$ cat src/rtl/core/assert_macros.svh
// assertion macros used by the top level of the engine
`ifndef ASSERT_MACROS_SVH
`define ASSERT_MACROS_SVH

// same-cycle implication, sampled on the block clock, off during reset
`define TLPT_ASSERT_NOW(lbl, ante, cons) \
    lbl: assert property (@(posedge i_clk) disable iff (!i_rst_n) (ante) |-> (cons)) \
        else $error("page table engine check failed");

// next-cycle implication, sampled on the block clock, off during reset
`define TLPT_ASSERT_NEXT(lbl, ante, cons) \
    lbl: assert property (@(posedge i_clk) disable iff (!i_rst_n) (ante) |=> (cons)) \
        else $error("page table engine check failed");

`endif

$ cat src/rtl/core/tlpt_pkg.sv
// types, constants and helpers of the two-level page table engine
package tlpt_pkg;

    // fixed geometry
    localparam int DIR_ENTRIES   = 1024;
    localparam int TABLE_ENTRIES = 1024;
    localparam int PAGE_BYTES    = 4096;
    localparam int DIR_W         = $clog2(DIR_ENTRIES);
    localparam int IDX_W         = $clog2(TABLE_ENTRIES);
    localparam int PAGE_SHIFT    = $clog2(PAGE_BYTES);
    localparam int FRAME_W       = 32 - PAGE_SHIFT;

    // entry word layout
    localparam logic [31:0] PAGE_MASK   = 32'hFFFF_F000;
    localparam logic [11:0] ATTR_MASK   = 12'h0FFF;
    localparam logic [11:0] ENTRY_VALID = 12'h001;
    localparam logic [11:0] ENTRY_WRITE = 12'h002;

    // command codes
    localparam logic CMD_MAP    = 1'b0;
    localparam logic CMD_LOOKUP = 1'b1;

    // status codes
    localparam logic ST_DONE     = 1'b0;
    localparam logic ST_NO_TABLE = 1'b1;

    // configuration register indexes
    localparam logic CFG_POOL_BASE   = 1'b0;
    localparam logic CFG_TABLES_AVAIL = 1'b1;

    // request as seen on the ports
    typedef struct packed {
        logic        command;
        logic [31:0] virt_addr;
        logic [31:0] phys_page_addr;
    } t_req;

    // result as seen on the ports
    typedef struct packed {
        logic        status;
        logic [31:0] entry_word;
        logic [11:0] attributes;
        logic        page_valid;
        logic [31:0] frame_addr;
    } t_rsp;

    // classified request held in the queue
    typedef struct packed {
        logic               is_map;
        logic [DIR_W-1:0]   dir_idx;
        logic [IDX_W-1:0]   tbl_idx;
        logic [FRAME_W-1:0] frame;
    } t_op;

    // queue head handed to the back end
    typedef struct packed {
        logic valid;
        t_op  op;
    } t_qhead;

    // build a result from a status and an entry word
    function automatic t_rsp make_rsp(logic status, logic [31:0] entry);
        t_rsp r;
        r.status     = status;
        r.entry_word = entry;
        r.attributes = entry[11:0] & ATTR_MASK;
        r.page_valid = entry[0];
        r.frame_addr = entry[0] ? (entry & PAGE_MASK) : 32'hFFFF_FFFF;
        return r;
    endfunction

endpackage

$ cat src/rtl/core/tlpt_front.sv
// front end: classifies accepted requests and queues them for the walker
module tlpt_front (
    input  logic            i_clk,
    input  logic            i_rst_n,
    input  logic            i_push,
    input  tlpt_pkg::t_req  i_req,
    input  logic            i_pop,
    output tlpt_pkg::t_qhead o_head
);
    import tlpt_pkg::*;

    t_op        n_op;
    t_op        r_q [2];
    logic       r_wr_ptr;
    logic       r_rd_ptr;
    logic [1:0] r_count;

    // split the virtual address into directory and table index, keep the frame
    always_comb begin
        n_op.is_map  = (i_req.command == CMD_MAP);
        n_op.dir_idx = i_req.virt_addr[31 -: DIR_W];
        n_op.tbl_idx = i_req.virt_addr[PAGE_SHIFT +: IDX_W];
        n_op.frame   = i_req.phys_page_addr[31:PAGE_SHIFT];
    end

    // queue storage
    always_ff @(posedge i_clk) begin
        if (i_push) begin
            r_q[r_wr_ptr] <= n_op;
        end
    end

    // queue pointers and fill level
    always_ff @(posedge i_clk) begin
        if (!i_rst_n) begin
            r_wr_ptr <= 1'b0;
            r_rd_ptr <= 1'b0;
            r_count  <= 2'd0;
        end else begin
            if (i_push) begin
                r_wr_ptr <= ~r_wr_ptr;
            end
            if (i_pop) begin
                r_rd_ptr <= ~r_rd_ptr;
            end
            case ({i_push, i_pop})
                2'b10:   r_count <= r_count + 2'd1;
                2'b01:   r_count <= r_count - 2'd1;
                default: r_count <= r_count;
            endcase
        end
    end

    assign o_head.valid = (r_count != 2'd0);
    assign o_head.op    = r_q[r_rd_ptr];

endmodule

$ cat config.mk
export PLATFORM = sky130hd
export DESIGN_NAME = tlpt_front
export DESIGN_NICKNAME = d
export VERILOG_FILES = /design/src/rtl/core/assert_macros.svh /design/src/rtl/core/tlpt_pkg.sv /design/src/rtl/core/tlpt_front.sv
export SDC_FILE = /design/constraint.sdc
export NUM_CORES = 1
export LEC_CHECK = 0
export ABC_CLOCK_PERIOD_IN_PS = 3100
export BUFFER_PORTS_ARGS = -buffer_cell sky130_fd_sc_hd__buf_4
export CAP_MARGIN = 40
export CORE_MARGIN = 10
export CORE_UTILIZATION = 49
export DETAILED_ROUTE_END_ITERATION = 10
export GPL_TIMING_DRIVEN = 1
export PLACE_DENSITY = 0.79
export SYNTH_ARGS = -nofsm -noshare
export SYNTH_HDL_FRONTEND = slang
export SYNTH_SLANG_ARGS = --single-unit
$ cat constraint.sdc
create_clock -name i_clk -period 3.1 [get_ports i_clk]
set_clock_uncertainty 0.2 [all_clocks]
set_input_delay 0.155 -clock i_clk [delete_from_list [all_inputs] [get_ports i_clk]]
set_output_delay 0.155 -clock i_clk [all_outputs]
set_load 0.1 [all_outputs]
==> Yosys cells after proc, flatten, opt, wreduce, memory -nomap -nowiden <==
Memories as Yosys holds them, arrays and structs flattened. A register that Yosys moved wholly into a read port is not among the register bits.
Index checks and enable logic that the tools add are counted.
{ "totals": {"word_cells": 18, "regBits": 4, "out_inout_bits": 42, "n_memories": 1, "ram_bits": 82, "inputBits": 69} }
{ "memory_table": {"columns": ["name", "words", "word_bits", "rd", "rd_ports_with_merged_regs", "write_ports", "line_no", "text"], "rows": [
  ["r_q", 2, 41, 1, 1, 1, "tlpt_front.sv:13", "t_op r_q [2];"]
]} }
{ "classes": {"bitwise_logic": 3, "eq_ne": 2, "muxes": 5, "n_reduce_logical": 2, "addsub": 2} }
{ "ops": {"columns": ["cell", "n"], "rows": [
  ["$mux 1", 4],
  ["$pmux 2 s2", 1],
  ["$reduce_bool 2->1", 2],
  ["$not 1->1", 3],
  ["$add 2x1->2 const B", 1],
  ["$eq 2x1->1 const B", 1],
  ["$eq 2x2->1 const B", 1],
  ["$sub 2x1->2 const B", 1]
]} }

==> Logic depth before layout (Yosys ltp) <==
Gate-level depths: netlist of the first run.
{ "logic_depth": {"depth_word": 3, "mapped_depth": 5, "mapped_depth_nobuf": 5} }

==> Worst setup path after synthesis of the first run <==
OpenSTA, ideal clock, no wires.
{ "synth_timing": {"path_type": "register to register", "start": "register r_wr_ptr", "end": "memory r_q[0][0] in the netlist's numbering (enable)", "setup_time_ns": 0.442, "arrival_ns": 2.066, "path_slack_ns": 0.393, "path_buffers": 0, "path_stages_with_launch": 2, "required_time_ns": 2.458, "period_less_slack_ns": 2.707, "cell_sequence": "dfxtp_1 > nor2_1"} }
{ "synth_rtl": {"columns": ["element", "line_no", "text"], "rows": [
  ["from (decl)", "tlpt_front.sv:14", "logic r_wr_ptr;"],
  ["from (signal assigned)", "tlpt_front.sv:41", "r_wr_ptr <= ~r_wr_ptr;"],
  ["to (decl)", "tlpt_front.sv:13", null]
]} }
No word-level cell before the write port.

==> results of run 1 <==
==> metal layers <==
metal | vias up | routed length [µm] | GRT usage (%)
met4 | 0 | 60 | 5.652
met3 | 4 | 442 | 5.426
met2 | 50 | 4056 | 25.52
met5 | - | 0 | 0
met1 | 904 | 2499 | 14.12
li1 | 863 | - | -
==> cells by family after synthesis <==
family / after synthesis
DFF: 87
adders and majority gates: 1
xor gates and xnor gates: 3
muxes: 41
AOI/OAI and AO/OA: 3
and+or+nand+nor: 8
buffers and inverters: 7
==> metrics by stage <==
| stage | hold slack [ps] | instance area [µm²] | total power, W | setup WS (ps) | utilization (%) |
|---|---|---|---|---|---|
| after floorplan | 53.87 | 3163 | 0.001948 | 392.6 | - |
| final | 216.4 | 4537 | 0.002833 | 818.9 | 71.86 |
| after CTS | 222.6 | 4534 | 0.002847 | 784.7 | 71.82 |
| after global routing | 226.7 | 4534 | 0.002926 | 718.8 | 71.82 |
| after detailed placement | 142.7 | 3920 | 0.002119 | 1175 | 62.09 |
| after global placement | 139.7 | 3920 | 0.002108 | 1171 | 62.09 |
==> layout by cell type (no fill, tap or decap) <==
master,instances
nor2_4,1
o21ai_0,1
or2_2,1
dlygate4sd3_1,44
inv_1,2
clkbuf_8,9
xor2_1,1
nor2b_1,1
a21boi_1,1
mux2_2,38
edfxtp_1,82
ha_1,1
buf_4,90
dfxtp_1,4
xnor2_1,2
mux2_1,3
clkinvlp_4,2
clkinv_2,1
dfxtp_2,1
clkinv_4,3
diode_2,1
or3_1,1
and2_2,1
and2_1,3
o21a_1,1
clkinv_1,1
==> power groups by stage <==
| stage | clock network, W | registers, W | logic [W] |
|---|---|---|---|
| after floorplan | 0 | 0.00139 | 0.000555 |
| after global routing | 0.000755 | 0.00139 | 0.000782 |
| after detailed placement | 0 | 0.00141 | 0.000710 |
| final | 0.000696 | 0.00138 | 0.000756 |
| after global placement | 0 | 0.00140 | 0.000705 |
| after CTS | 0.000708 | 0.00138 | 0.000757 |
==> Yosys cell counts <==
cell type	n	area share, %
mux2_1	3	1.1
dfxtp_1	5	3.2
inv_1	2	0.24
o21ai_0	1	0.16
and2_1	4	0.79
xnor2_1	2	0.55
or3_1	1	0.20
nor2_1	1	0.12
a21boi_1	1	0.24
or2_2	1	0.20
edfxtp_1	82	78
buf_2	5	0.79
xor2_1	1	0.28
mux2_2	38	14
o21a_1	1	0.24
ha_1	1	0.40
nor2b_1	1	0.20
==> final cells by class <==
type	instances	area (µm²)	share of cell area (%)
well taps	77	96.34	2.124
repair buffers	134	1116	24.60
clock buffers	9	123.9	2.730
diodes	1	2.502	0.05516
clock inverters	7	50.05	1.103
inverters	2	7.507	0.1655
flip-flops and latches	87	2564	56.51
multi-input cells	56	576.8	12.71
==> sequential cells by signal, indices dropped and copies added (netlist names), named ones only <==
signal    count
r_q          82
r_count       2
r_rd_ptr      1
r_wr_ptr      1
==> path summary, 6_finish.rpt <==
kind,start,end,slack (ps),cells past startpoint
worst min register to register,r_count[1]$_SDFFE_PN0P_,r_count[1]$_SDFFE_PN0P_,320,2
worst min-delay path,i_push,r_q[1][18]$_DFFE_PP_,220,2
worst max register to register,r_wr_ptr$_SDFFE_PN0P_,r_wr_ptr$_SDFFE_PN0P_,1160,4
worst max-delay path,flip-flop,o_head[33],820,3
==> impl_metrics.csv, run 1 <==
group,metric,value,unit
outcome,outcome,"finished, final reports clean",
clock_tree,clk_latency,340,ps
yosys,ys_seq_area_share,81.01,%
global_route,grt_max_degree,43,
global_route,grt_first_pass_wirelength,10920,µm
clock_tree,cts_setup_buffers,0,
yosys,syn_nets,220,
yosys,synth_fa_ha_area_share,0.3956,%
power_and_ir_drop,sw_frac_of_total,34.37,%
floorplan,io_pins,111,
detailed_routing,wirelength,7058,µm
placed_design,globalplace.congestion,0.7083,
timing,min_period,2281,ps
final_layout,nNetsFinal,360,
floorplan,die_h,100.3,µm
yosys,synth_cell_types,17,
final_layout,area_growth,43.43,%
global_route,grt_pass1_vias,2119,
detailed_routing,vias,1821,
clock_tree,clock_sinks,87,
timing,period_share,73.58,%
power_and_ir_drop,clkPwrFrac,24.6,%
final_layout,drive_above_1_share,49.83,%
final_layout,fin_cells,373,
clock_tree,clk_pin_slew,90,ps
detailed_routing,drt.antenna.violating_nets,0,
yosys,synth_warnings,0,
power_and_ir_drop,leakagePower,1.723,nW
yosys,synth_simple_gate_area_share,1.503,%
timing,worst_pin_slew,565.0,ps
critical_path,worstPathRequired,2740,ps
clock_tree,cts_max_level,3,
run,max_cap_violations,0,
yosys,synth_compound_area_share,0.6329,%
critical_path,path_delay_family,"flip-flops",
global_route,grt_overflow,0,
clock_tree,cts_buffers,9,
placed_design,dpl.hpwl,4289,µm
clock_tree,cts_root_buf,"clkbuf_8",
global_route,track_usage,14.10,%
yosys,synth_xor_area_share,0.8307,%
critical_path,critPathKind,"flip-flop to primary output",
timing,fin_tns_setup,0,ps
power_and_ir_drop,ir_drop,0.5487,mV
final_layout,fillCellCount,417,
timing,maxSlewHeadroom,62.33,%
power_and_ir_drop,powerDensity,624.4,nW/µm²
timing,setup_viol,0,
clock_tree,cts_resized,0,
floorplan,die_area,10070,µm²
critical_path,worst_setup_path_end_kind,"primary output",
hold_path,hold_path.class,"input pin to flip-flop",
detailed_routing,routedWlPerCell,18.92,µm
detailed_routing,drc_errors,0,
power_and_ir_drop,power_frac_seq,48.8,%
placed_design,dpl.cell_count,312,
floorplan,rows,29,
detailed_routing,vias_per_cell,4.882,
yosys,synth_top_family_by_area,"multiplexers",
power_and_ir_drop,p_int,0.001859,W
critical_path,critPathLaunchType,"flip-flop",
floorplan,design.core.area,6314,µm²
yosys,syn_avg_cell_area,21.09,µm²
critical_path,arrival,1930,ps
clock_tree,cts_tree,"done",
yosys,synthMuxAreaShare,14.60,%
critical_path,slowest_delay,660,ps
power_and_ir_drop,p_switching,0.0009737,W
critical_path,cp_slowest_cell,"dfxtp_2",
timing,fmax,438.4,MHz
power_and_ir_drop,pwr-share-comb,26.7,%
critical_path,cp_common_cell,"buf_4",
timing,maxSlewViolCount,0,
timing,hold_violations,0,
global_route,antenna_found_initial,0,
critical_path,worstPathMaxFanout,21,
clock_tree,cts_buffer_depth,2,
critical_path,crit_buf_inv,2,
critical_path,path_cells,"buf_4 > mux2_1 > buf_4",
timing,rsz0062_at_grt,"false",
yosys,syn_area,3163,µm²
floorplan,initial_core_util,50.10,%
detailed_routing,drtIter0Drc,118,
placed_design,io_buffers,86,
yosys,syn-instance-count,150,
detailed_routing,firstDrtPassIters,4,
yosys,ys_ff_latch,87,
clock_tree,cts_hold_buf,44,
floorplan,die_w,100.3,µm
Power figures use the tool's default switching activity.
==> run 2, diff against run 1 <==
Settings changed: ABC_CLOCK_PERIOD_IN_PS 3100 to 1900, CORE_UTILIZATION 49 to 44, PLACE_DENSITY 0.79 to 0.75.
Clock period 3.1 ns to 1.9 ns, I/O delays scaled along.
==> run 2 against run 1 <==
Against the previous run: hold slack lost 66 ps; sequential share of layout area decreased by 0.74 points; combinational power rose by 67%; clock power rose by 67%; critical path depth is the same; global-route usage fell by 1.8 points; first-iteration DRC count fell by 51%; largest cell class unchanged.
==> impl_metrics.csv, run 2 (synthesis results as in run 1) <==
group,metric,value,unit
critical_path,slowest_delay,370,ps
clock_tree,cts_max_level,3,
placed_design,dpl.hpwl,4456,µm
global_route,grt_pass1_vias,2074,
final_layout,fin_cells,393,
floorplan,die_w,104.8,µm
timing,hold_violations,0,
critical_path,cp_slowest_cell,"dfxtp_2",
detailed_routing,drc_errors,0,
detailed_routing,vias_per_cell,4.570,
final_layout,nNetsFinal,362,
detailed_routing,vias,1796,
detailed_routing,wirelength,6703,µm
global_route,busiest_layer,"met2",
global_route,grt_max_degree,29,
placed_design,dpl-instance-area,3971,µm²
power_and_ir_drop,ir_drop,0.5673,mV
timing,min_period,1812,ps
final_layout,fin_area,4597,µm²
critical_path,critPathKind,"flip-flop to primary output",
floorplan,design.core.area,6907,µm²
clock_tree,cts_tree,"done",
critical_path,worstPathRequired,1600,ps
floorplan,rows,30,
floorplan,initial_core_util,45.80,%
clock_tree,cts_buffers,9,
placed_design,globalplace.congestion,0.6586,
floorplan,die_area,10980,µm²
final_layout,regMostFlops,"r_q",
timing,fin_tns_setup,0,ps
detailed_routing,routedWlPerCell,17.06,µm
clock_tree,cts_root_buf,"clkbuf_8",
power_and_ir_drop,leakagePower,1.745,nW
detailed_routing,drtIter0Drc,58,
clock_tree,clock_sinks,87,
global_route,gr-usage-met1,11.64,%
timing,maxSlewHeadroom,74.55,%
timing,whs,150.0,ps
hold_path,hold_path.class,"input pin to flip-flop",
timing,maxSlewViolCount,0,
final_layout,final_cell_mix,"buf_4, edfxtp_1, dlygate4sd3_1, mux2_2, clkbuf_8",
clock_tree,cts_buffer_depth,2,
global_route,grt_util_met2,23.44,%
clock_tree,cts_setup_buffers,0,
timing,setup_viol,0,
final_layout,area_growth,45.33,%
outcome,outcome,"finished, final reports clean",
timing,worst_pin_slew,381.7,ps
critical_path,path_cells,"buf_6 > mux2_2 > buf_4",
final_layout,top_regs,"r_q (82), r_count (2)",
floorplan,io_pins,111,
clock_tree,clk_pin_slew,90,ps
clock_tree,clk_latency,350,ps
timing,fin_ws,88.40,ps
global_route,track_usage,12.31,%
critical_path,worst_setup_path_end_kind,"primary output",
final_layout,fillCellCount,497,
detailed_routing,firstDrtPassIters,4,
global_route,grt_first_pass_wirelength,10600,µm
floorplan,die_h,104.8,µm
placed_design,dp_slack,398.4,ps
run,max_cap_violations,0,
global_route,antenna_found_initial,0,
timing,fmax,552.0,MHz
critical_path,worstPathMaxFanout,16,
placed_design,dpl.cell_count,333,
global_route,grt_overflow,0,
placed_design,io_buffers,86,
critical_path,arrival,1520,ps
timing,rsz0062_at_grt,"false",
global_route,grt_util_met3,4.300,%
final_layout,layout_commonest_cell,"buf_4",
critical_path,critPathLaunchType,"flip-flop",
power_and_ir_drop,powerDensity,1013,nW/µm²
final_layout,drive_above_1_share,50.17,%
detailed_routing,drt.antenna.violating_nets,0,
timing,period_share,95.35,%
final_layout,largest_register_ffs,82,
final_layout,n_antenna_cell,0,
[run 2: through the flow]
| step | total power (W) | util (%) |
|---|---|---|
| 6_report | 0.004659 | 66.56 |
| 5_1_grt | 0.004840 | 66.56 |
| 4_1_cts | 0.004718 | 66.56 |
| 3_5_place_dp | 0.003469 | 57.50 |
| 3_3_place_gp | 0.003450 | 57.50 |
| 2_1_floorplan | 0.003177 | - |
[run 2: repair_timing]
item,in CTS,in global routing
gates resized for setup,1,0
hold endpoints to repair,87,0
endpoints found under the setup margin,4,0
hold buffers,44,0
[run 2: path summary, 6_finish.rpt]
path	start	to	slack [ps]	cells past startpoint
max reg2reg	r_wr_ptr$_SDFFE_PN0P_	r_wr_ptr$_SDFFE_PN0P_	200	4
min reg2reg	r_count[1]$_SDFFE_PN0P_	r_count[1]$_SDFFE_PN0P_	330	2
min	i_push	r_q[1][28]$_DFFE_PP_	150	3
max	flip-flop	o_head[32]	90	3
[run 2: metal layers]
metal | share of wire [%] | up-vias
met5 | 0 | -
met4 | 0.63 | 0
met3 | 5.4 | 6
met2 | 57 | 50
met1 | 37 | 879
li1 | - | 861
[run 2: layout make-up]
cell class	count	area [µm²]	area share [%]
repair buffers	136	1147	24.96
well taps	96	120.1	2.613
flip-flops and latches	87	2564	55.77
clock inverters	6	53.80	1.170
multi-input cells	56	576.8	12.55
inverters	2	7.507	0.1633
clock buffers	10	127.6	2.776
[run 2: worst max-delay path, delay by kind of cell, from the launching register on]
kind / cells / cell delay [ps]
buf+inv: 2 / 430
flops: 1 / 370
mux: 1 / 360
[run 2: power by group]
part	switching [W]	internal, W
clock	0.000666	0.000498
sequential	0.0000295	0.00221
combinational	0.000896	0.000360
==> run 3, diff against run 2 <==
Settings changed: CAP_MARGIN 40 to 20, CORE_ASPECT_RATIO set to 0.5.
==> run 3 against run 2 <==
Against the previous run: die area increased by 1.9%; clock power grew 41%; critical path depth is the same; fmax shrank 0.89%; wire length up 2.3%; hold slack improved by 79 ps; non-clock buffer count is the same; power increased by 10%; final cell count fell by 1.0%; final area rose by 1.9%; critical path type unchanged; largest power group unchanged.
==> impl_metrics.csv, run 3 (synthesis results as in run 1) <==
group,metric,value,unit
power_and_ir_drop,clkPwrFrac,32.0,%
critical_path,critPathLaunchType,"flip-flop",
critical_path,worstPathRequired,1600,ps
clock_tree,clk_pin_slew,60,ps
final_layout,top_regs,"r_q (82), r_count (2)",
critical_path,worstPathMaxFanout,23,
hold_path,hold_end,"r_q[1][32]$_DFFE_PP_",
timing,rsz0062_at_grt,"false",
detailed_routing,firstDrtPassIters,4,
critical_path,worst_setup_path_end_kind,"primary output",
floorplan,die_area,11190,µm²
global_route,antenna_found_initial,0,
final_layout,fillCellCount,458,
final_layout,drive_above_1_share,50.00,%
power_and_ir_drop,pwr-share-comb,24.4,%
global_route,grt_util_met2,25.02,%
timing,setup_viol,0,
final_layout,seqCellArea,2564,µm²
hold_path,holdPathStages,3,
critical_path,reg2reg_to,"r_wr_ptr$_SDFFE_PN0P_",
global_route,busiest_layer,"met2",
outcome,outcome,"finished, final reports clean",
floorplan,die_h,79.96,µm
global_route,grt_util_met3,4.216,%
hold_path,worstHoldStart,"i_push",
clock_tree,cts_buffers,9,
placed_design,globalplace.congestion,0.7061,
placed_design,io_buffers,86,
clock_tree,cts_tree,"done",
detailed_routing,drtIter0Drc,94,
critical_path,reg2reg_depth,4,
detailed_routing,wirelength,6858,µm
final_layout,layout_commonest_cell,"buf_4",
detailed_routing,drt.antenna.violating_nets,0,
floorplan,die_w,139.9,µm
final_layout,regMostFlops,"r_q",
floorplan,design.core.area,6832,µm²
clock_tree,cts_max_level,3,
critical_path,rrSetupSlack,160,ps
critical_path,arrival,1530,ps
floorplan,io_pins,111,
floorplan,initial_core_util,46.30,%
critical_path,reg2reg_from,"r_wr_ptr$_SDFFE_PN0P_",
global_route,grt_overflow,0,
final_layout,multi_input_area,576.8,µm²
timing,hold_violations,0,
power_and_ir_drop,power_frac_seq,43.6,%
power_and_ir_drop,finalPower,0.005139,W
detailed_routing,routedWlPerCell,17.63,µm
clock_tree,clk_latency,330,ps
floorplan,rows,21,
timing,worst_pin_slew,344.6,ps
global_route,gr-usage-met1,10.95,%
power_and_ir_drop,powerDensity,1097,nW/µm²
clock_tree,clock_sinks,87,
detailed_routing,vias_per_cell,4.666,
placed_design,dp_slack,356.1,ps
power_and_ir_drop,sw_frac_of_total,30.56,%
power_and_ir_drop,ir_drop,0.5328,mV
run,max_cap_violations,0,
final_layout,nNetsFinal,362,
clock_tree,cts_root_buf,"clkbuf_16",
clock_tree,cts_buffer_depth,2,
global_route,grt_max_degree,25,
final_layout,final_cell_mix,"buf_4, edfxtp_1, dlygate4sd3_1, mux2_2, clkbuf_16",
detailed_routing,drc_errors,0,
global_route,track_usage,12.35,%
timing,fmax,547.1,MHz
timing,period_share,96.21,%
timing,maxSlewViolCount,0,
timing,fin_tns_setup,0,ps
placed_design,dpl.hpwl,4480,µm
critical_path,critPathKind,"flip-flop to primary output",
final_layout,area_growth,48.06,%
timing,maxSlewHeadroom,77.03,%
power_and_ir_drop,p_switching,0.001571,W
final_layout,largest_register_ffs,82,
power_and_ir_drop,leakagePower,1.794,nW
hold_path,hold_path.class,"input pin to flip-flop",
global_route,grt_pass1_vias,2063,
timing,fin_ws,72.10,ps
global_route,grt_first_pass_wirelength,10580,µm
detailed_routing,vias,1815,
timing,min_period,1828,ps
final_layout,fin_util,68.55,%
power_and_ir_drop,p_int,0.003569,W
==> run 3: cell count changes in the layout (fill, tap and decap cells not counted), sizes merged <==
cell / before / now
bufinv: 0 / 1
clkinv: 2 / 4
clkinvlp: 1 / 0
diode: 0 / 1
inv: 5 / 2
==> run 3: area by class of cell <==
cell class / instances / area share (%)
Sequential cell: 87 / 54.74
Timing Repair Buffer: 136 / 24.31
Multi-Input combinational cell: 56 / 12.32
Clock buffer: 10 / 4.889
Tap cell: 92 / 2.458
Clock inverter: 5 / 1.069
Inverter: 2 / 0.1603
Antenna cell: 1 / 0.05343
==> run 3: worst max path at each step <==
stage | endpoint | slack [ps]
floorplan | o_head[33] | 240
global placement | o_head[7] | 380
detailed placement | o_head[1] | 360
CTS | o_head[21] | 50
global route | o_head[5] | 10
finish | o_head[5] | 70
==> run 3: worst max-delay path, cell delays in order (launching register included) <==
cell and delay [ps]:
dfxtp_2 340, buf_6 240, mux2_2 380, buf_4 240
==> run 3: power groups by stage <==
stage                     logic [W]  clock network, W  registers (W)
after detailed placement    0.00118                 0        0.00228
after floorplan            0.000907                 0        0.00227
after global placement      0.00116                 0        0.00227
after CTS                   0.00126           0.00168        0.00224
after global routing        0.00130           0.00176        0.00225
final                       0.00125           0.00164        0.00224
==> run 3: repair_timing <==
item	CTS	global route
endpoints found under the hold margin	87	0
hold buffers	44	0
setup endpoints to repair	7	7
resized for setup	1	1
buffers inserted	0	0
==> run 3: stage by stage <==
| step | hold slack [ps] | cells | area, µm² |
|---|---|---|---|
| after floorplan | -6.131 | 150 | 3172 |
| after global placement | 80.64 | 329 | 3954 |
| after detailed placement | 83.70 | 329 | 3954 |
| after CTS | 222.3 | 388 | 4677 |
| after global routing | 253.2 | 388 | 4681 |
| final | 229.0 | 389 | 4683 |
==> run 3: routing by layer <==
| layer | share of wire, % | up-vias |
|---|---|---|
| met5 | 0 | - |
| met4 | 1.4 | 0 |
| met3 | 4.0 | 8 |
| met2 | 61 | 31 |
| met1 | 34 | 909 |
| li1 | - | 867 |
